## src/rtl/fht_pkg.sv

```systemverilog
// file handle table package: transaction structs, operation codes, queue entry type
// no dependencies
package fht_pkg;

	typedef enum logic [2:0] {
		OP_STORE   = 3'd0,
		OP_LOOKUP  = 3'd1,
		OP_LOOKUPM = 3'd2,
		OP_RELEASE = 3'd3,
		OP_ERASE   = 3'd4
	} op_t;

	localparam logic [1:0] MODE_RW = 2'd2;

	typedef struct packed {
		logic [2:0]  kind;
		logic [31:0] slot_index;
		logic [31:0] node_id;
		logic [1:0]  open_mode;
		logic [31:0] backing_fd;
	} req_t;

	typedef struct packed {
		logic        ok;
		logic [9:0]  result_index;
		logic [31:0] entry_node;
		logic [1:0]  entry_mode;
		logic [31:0] entry_fd;
		logic [10:0] erased_count;
		logic [10:0] open_count;
	} rsp_t;

	// classified command handed from front to back
	typedef struct packed {
		logic        valid_op;
		logic        in_range;
		logic [2:0]  kind;
		logic [31:0] slot_index;
		logic [31:0] node_id;
		logic [1:0]  open_mode;
		logic [31:0] backing_fd;
	} cmd_t;

endpackage

```

## src/rtl/fht_front.sv

```systemverilog
// front end: accepts request transactions, classifies them, two-entry command queue
// depends on fht_pkg
module fht_front #(
	parameter int CAPACITY = 1024
) (
	input  logic           clk,
	input  logic           arst_n,
	input  fht_pkg::req_t  req,
	input  logic           push,
	output logic           full,
	output fht_pkg::cmd_t  cmd,
	output logic           cmd_valid,
	input  logic           cmd_take
);
	import fht_pkg::*;

	cmd_t       q_q [2];
	logic [1:0] cnt_q;
	logic       rd_q, wr_q;
	cmd_t       c;
	logic       do_push, do_pop;

	always_comb begin
		c.valid_op   = (req.kind <= 3'(OP_ERASE));
		c.in_range   = ({1'b0, req.slot_index} < 33'(CAPACITY));
		c.kind       = req.kind;
		c.slot_index = req.slot_index;
		c.node_id    = req.node_id;
		c.open_mode  = req.open_mode;
		c.backing_fd = req.backing_fd;
	end

	assign full      = (cnt_q == 2'd2);
	assign cmd_valid = (cnt_q != 2'd0);
	assign cmd       = q_q[rd_q];
	assign do_push   = push && !full;
	assign do_pop    = cmd_take && cmd_valid;

	always_ff @(posedge clk) begin
		if (do_push) q_q[wr_q] <= c;
	end

	always_ff @(posedge clk or negedge arst_n) begin
		if (!arst_n) begin
			cnt_q <= '0;
			rd_q  <= 1'b0;
			wr_q  <= 1'b0;
		end else begin
			if (do_push) wr_q <= !wr_q;
			if (do_pop) rd_q <= !rd_q;
			cnt_q <= cnt_q + 2'(do_push) - 2'(do_pop);
		end
	end
endmodule

```

## config.mk

```make
export PLATFORM = sky130hd
export DESIGN_NAME = fht_front
export DESIGN_NICKNAME = d
export VERILOG_FILES = /design/src/rtl/fht_pkg.sv /design/src/rtl/fht_front.sv
export SDC_FILE = /design/constraint.sdc
export NUM_CORES = 1
export LEC_CHECK = 0
export ABC_AREA = 1
export BUFFER_PORTS_ARGS = -buffer_cell sky130_fd_sc_hd__buf_4
export CORE_UTILIZATION = 30
export CTS_CLUSTER_DIAMETER = 30
export DETAILED_ROUTE_END_ITERATION = 8
export REMOVE_ABC_BUFFERS = 1
export SLEW_MARGIN = 40
export SYNTH_ARGS = -nofsm -noshare
export SYNTH_HDL_FRONTEND = slang
export SYNTH_SLANG_ARGS = --single-unit
```

## constraint.sdc

```tcl
create_clock -name clk -period 6.41 [get_ports clk]
set_input_delay 0.641 -clock clk [delete_from_list [all_inputs] [get_ports clk]]
set_output_delay 0.641 -clock clk [all_outputs]
set_load 0.05 [all_outputs]
```

==> impl_metrics.env <==
export IMPL_cts_root_buf="clkbuf_16"
export IMPL_diodes=0
export IMPL_layout_common_cells="nand2_1 (316), buf_4 (214), edfxtp_1 (206), clkbuf_16 (47), nor2_1 (14)"
export IMPL_setup_tns_ps=0
export IMPL_slew_viol_final=0
export IMPL_syn_area_um2=7820
export IMPL_die_x_um=163.5
export IMPL_dr_pass1_iters=5
export IMPL_cts_resized=0
export IMPL_slew_headroom_pct=47.58
export IMPL_synth_warning_count=0
export IMPL_antenna_found_initial=0
export IMPL_drive_above_1_share_pct=34.66
export IMPL_vdd_drop_max_mv=0.3128
export IMPL_chipHeight_um=163.5
export IMPL_drcViolationCount=0
export IMPL_fp_coreArea_um2=25400
export IMPL_final_common_cell="nand2_1"
export IMPL_cts_buffers=46
export IMPL_worstSetupStartpointType="flip-flop"
export IMPL_grt_overflow_total=0
export IMPL_design_area_um2=11290
export IMPL_crit_fanout=55
export IMPL_gp_congestion=0.6982
export IMPL_finalSetupViolations=0
export IMPL_crit_arrival_ps=2490
export IMPL_finalCritPeriodShare_pct=48.79
export IMPL_hold_buffers=1
export IMPL_fill_cells=2336
export IMPL_cp_required_ps=5770
export IMPL_drtAntennaViolNets=0
export IMPL_nets=930
export IMPL_synth_distinct_cells=18
export IMPL_tritoncts="yes"
export IMPL_synth_seq_cells=210
export IMPL_cts_setup_buffers=0
export IMPL_synth_avg_cell_area_um2=13.44
export IMPL_viasPerCell=4.222
export IMPL_period_needed_ps=3128
export IMPL_rsz0062_at_grt="false"
export IMPL_p_int_mw=4.155
export IMPL_ys_seq_area_share_pct=80.38
export IMPL_status="completed"
export IMPL_grt_util_all_layers_pct=12.65
export IMPL_grt_pass1_wl_mm=25.99
export IMPL_portBuffers=209
export IMPL_clock_skew_ps=18.08
export IMPL_timing_final_ws_setup_ps=3282
export IMPL_htreeDepth=2
export IMPL_cts_clk_slew_worst_paths_ps=50
export IMPL_total_power_mw=7.047
export IMPL_p_leak_nw=4.784
export IMPL_place_ws_ps=3659
export IMPL_synthCells=582
export IMPL_wl_per_cell_um=14.48
export IMPL_pin_count=210
export IMPL_drt_iter0_drc=266
export IMPL_seq_power_share_pct=28.5
export IMPL_hold_viol=0
export IMPL_placed_cell_area_um2=9688
export IMPL_wl_mm=17.19
export IMPL_fp_dieArea_um2=26720
export IMPL_row_count=58
export IMPL_hold_path_class="input port to flip-flop"
export IMPL_crit_path_end_kind="primary output"
export IMPL_p_comb_share_pct=38.3
export IMPL_tightestPinTransition_ps=786.3
export IMPL_max_freq_mhz=319.7
export IMPL_clkLatencyLatePin_ps=520
export IMPL_initial_utilization_pct=30.79
export IMPL_syn2layout_area_growth_pct=44.37
export IMPL_power_switching_mw=2.892
export IMPL_grt_pass1_vias=4986
export IMPL_grt_max_degree=105
export IMPL_cap_violations=0
export IMPL_p_sw_share_pct=41.04
export IMPL_clock_power_share_pct=33.3
export IMPL_power_density_nw_per_um2=624.2
export IMPL_via_count=5012
export IMPL_clockBufferDepth=3
export IMPL_hpwl_mm=10.25
export IMPL_path_class="flip-flop to primary output"
export IMPL_cts_sinks=210
[power groups by stage]
stage / clock network [mW] / registers, mW / logic (mW)
floorplan: 0 / 2.08 / 1.83
global placement: 0 / 2.03 / 2.72
detailed placement: 0 / 2.04 / 2.74
CTS: 2.40 / 2.02 / 2.74
global route: 2.46 / 2.04 / 2.87
finish: 2.34 / 2.01 / 2.70
[worst max-delay path, cell delays in order (launching register included)]
cell and delay (ps):
dfrtp_4 810, buf_4 610, nand2_1 160, nand2_1 110
buf_4 190
[stage by stage]
step           utilization [%]  cells  hold WS (ps)
6_report                 44.45   1187         308.3
5_1_grt                  44.45   1187         282.0
4_1_cts                  44.36   1186         282.3
3_5_place_dp             38.14   1103         444.2
3_3_place_gp             38.13   1103         444.0
2_1_floorplan                -    559         345.4
[logic make-up after synthesis]
family	share of synthesized area (%)
XOR/XNOR	0.3361
AO/OA/AOI/OAI	0.1760
AND/OR/NAND/NOR	16.26
buffers and inverters	2.528
flip-flops	80.38
adder cells (fa/ha/maj)	0.3199
[path summary, 6_finish.rpt]
check | from | to | slack [ps] | cells after the start
max | rd_q | cmd[94] | 3280 | 4
min | req[9] | q_q[0][9] | 310 | 1
max reg2reg | cnt_q[1] | q_q[0][30] | 3970 | 5
min reg2reg | cnt_q[0] | cnt_q[0] | 560 | 1
max in group asynchronous | arst_n | rd_q | 5840 | 2
min in group asynchronous | arst_n | cnt_q[1] | 450 | 2
[per-layer routing]
layer,global-route usage [%],wire [µm],vias up
met5,0,0,-
met4,4.840,379,0
met3,4.876,1535,40
met2,21.13,8431,174
met1,14.61,6841,2335
li1,-,-,2463
[registers in the layout (all words and copies together) (netlist names)]
signal	count
q_q	206
cnt_q	2
wr_q	1
rd_q	1
[area by class of cell]
type / instances / area [µm²] / area share [%]
clock buffer: 49 / 1184 / 10.48
sequential: 210 / 6290 / 55.71
clock inverter: 33 / 385.4 / 3.413
multi-input combinational: 343 / 1351 / 11.97
timing repair buffer: 216 / 1637 / 14.50
inverter: 6 / 30.03 / 0.2660
tap: 330 / 412.9 / 3.657
[cell usage after synthesis]
cell	instances	area (µm²)
buf_2	12	60.06
nand4_1	1	6.260
o21ai_2	1	8.760
o21ai_0	1	5.000
buf_6	8	90.09
nand2b_1	1	6.260
nand2_1	316	1186
inv_1	5	18.77
nor2_1	16	60.06
xor2_1	2	17.52
buf_4	3	22.52
dfrtp_1	4	100.1
inv_4	1	6.260
edfxtp_1	206	6186
ha_1	2	25.02
or2_1	1	6.260
or2_2	1	6.260
xnor2_1	1	8.760
Note: power is estimated with default switching activity, not from simulation.
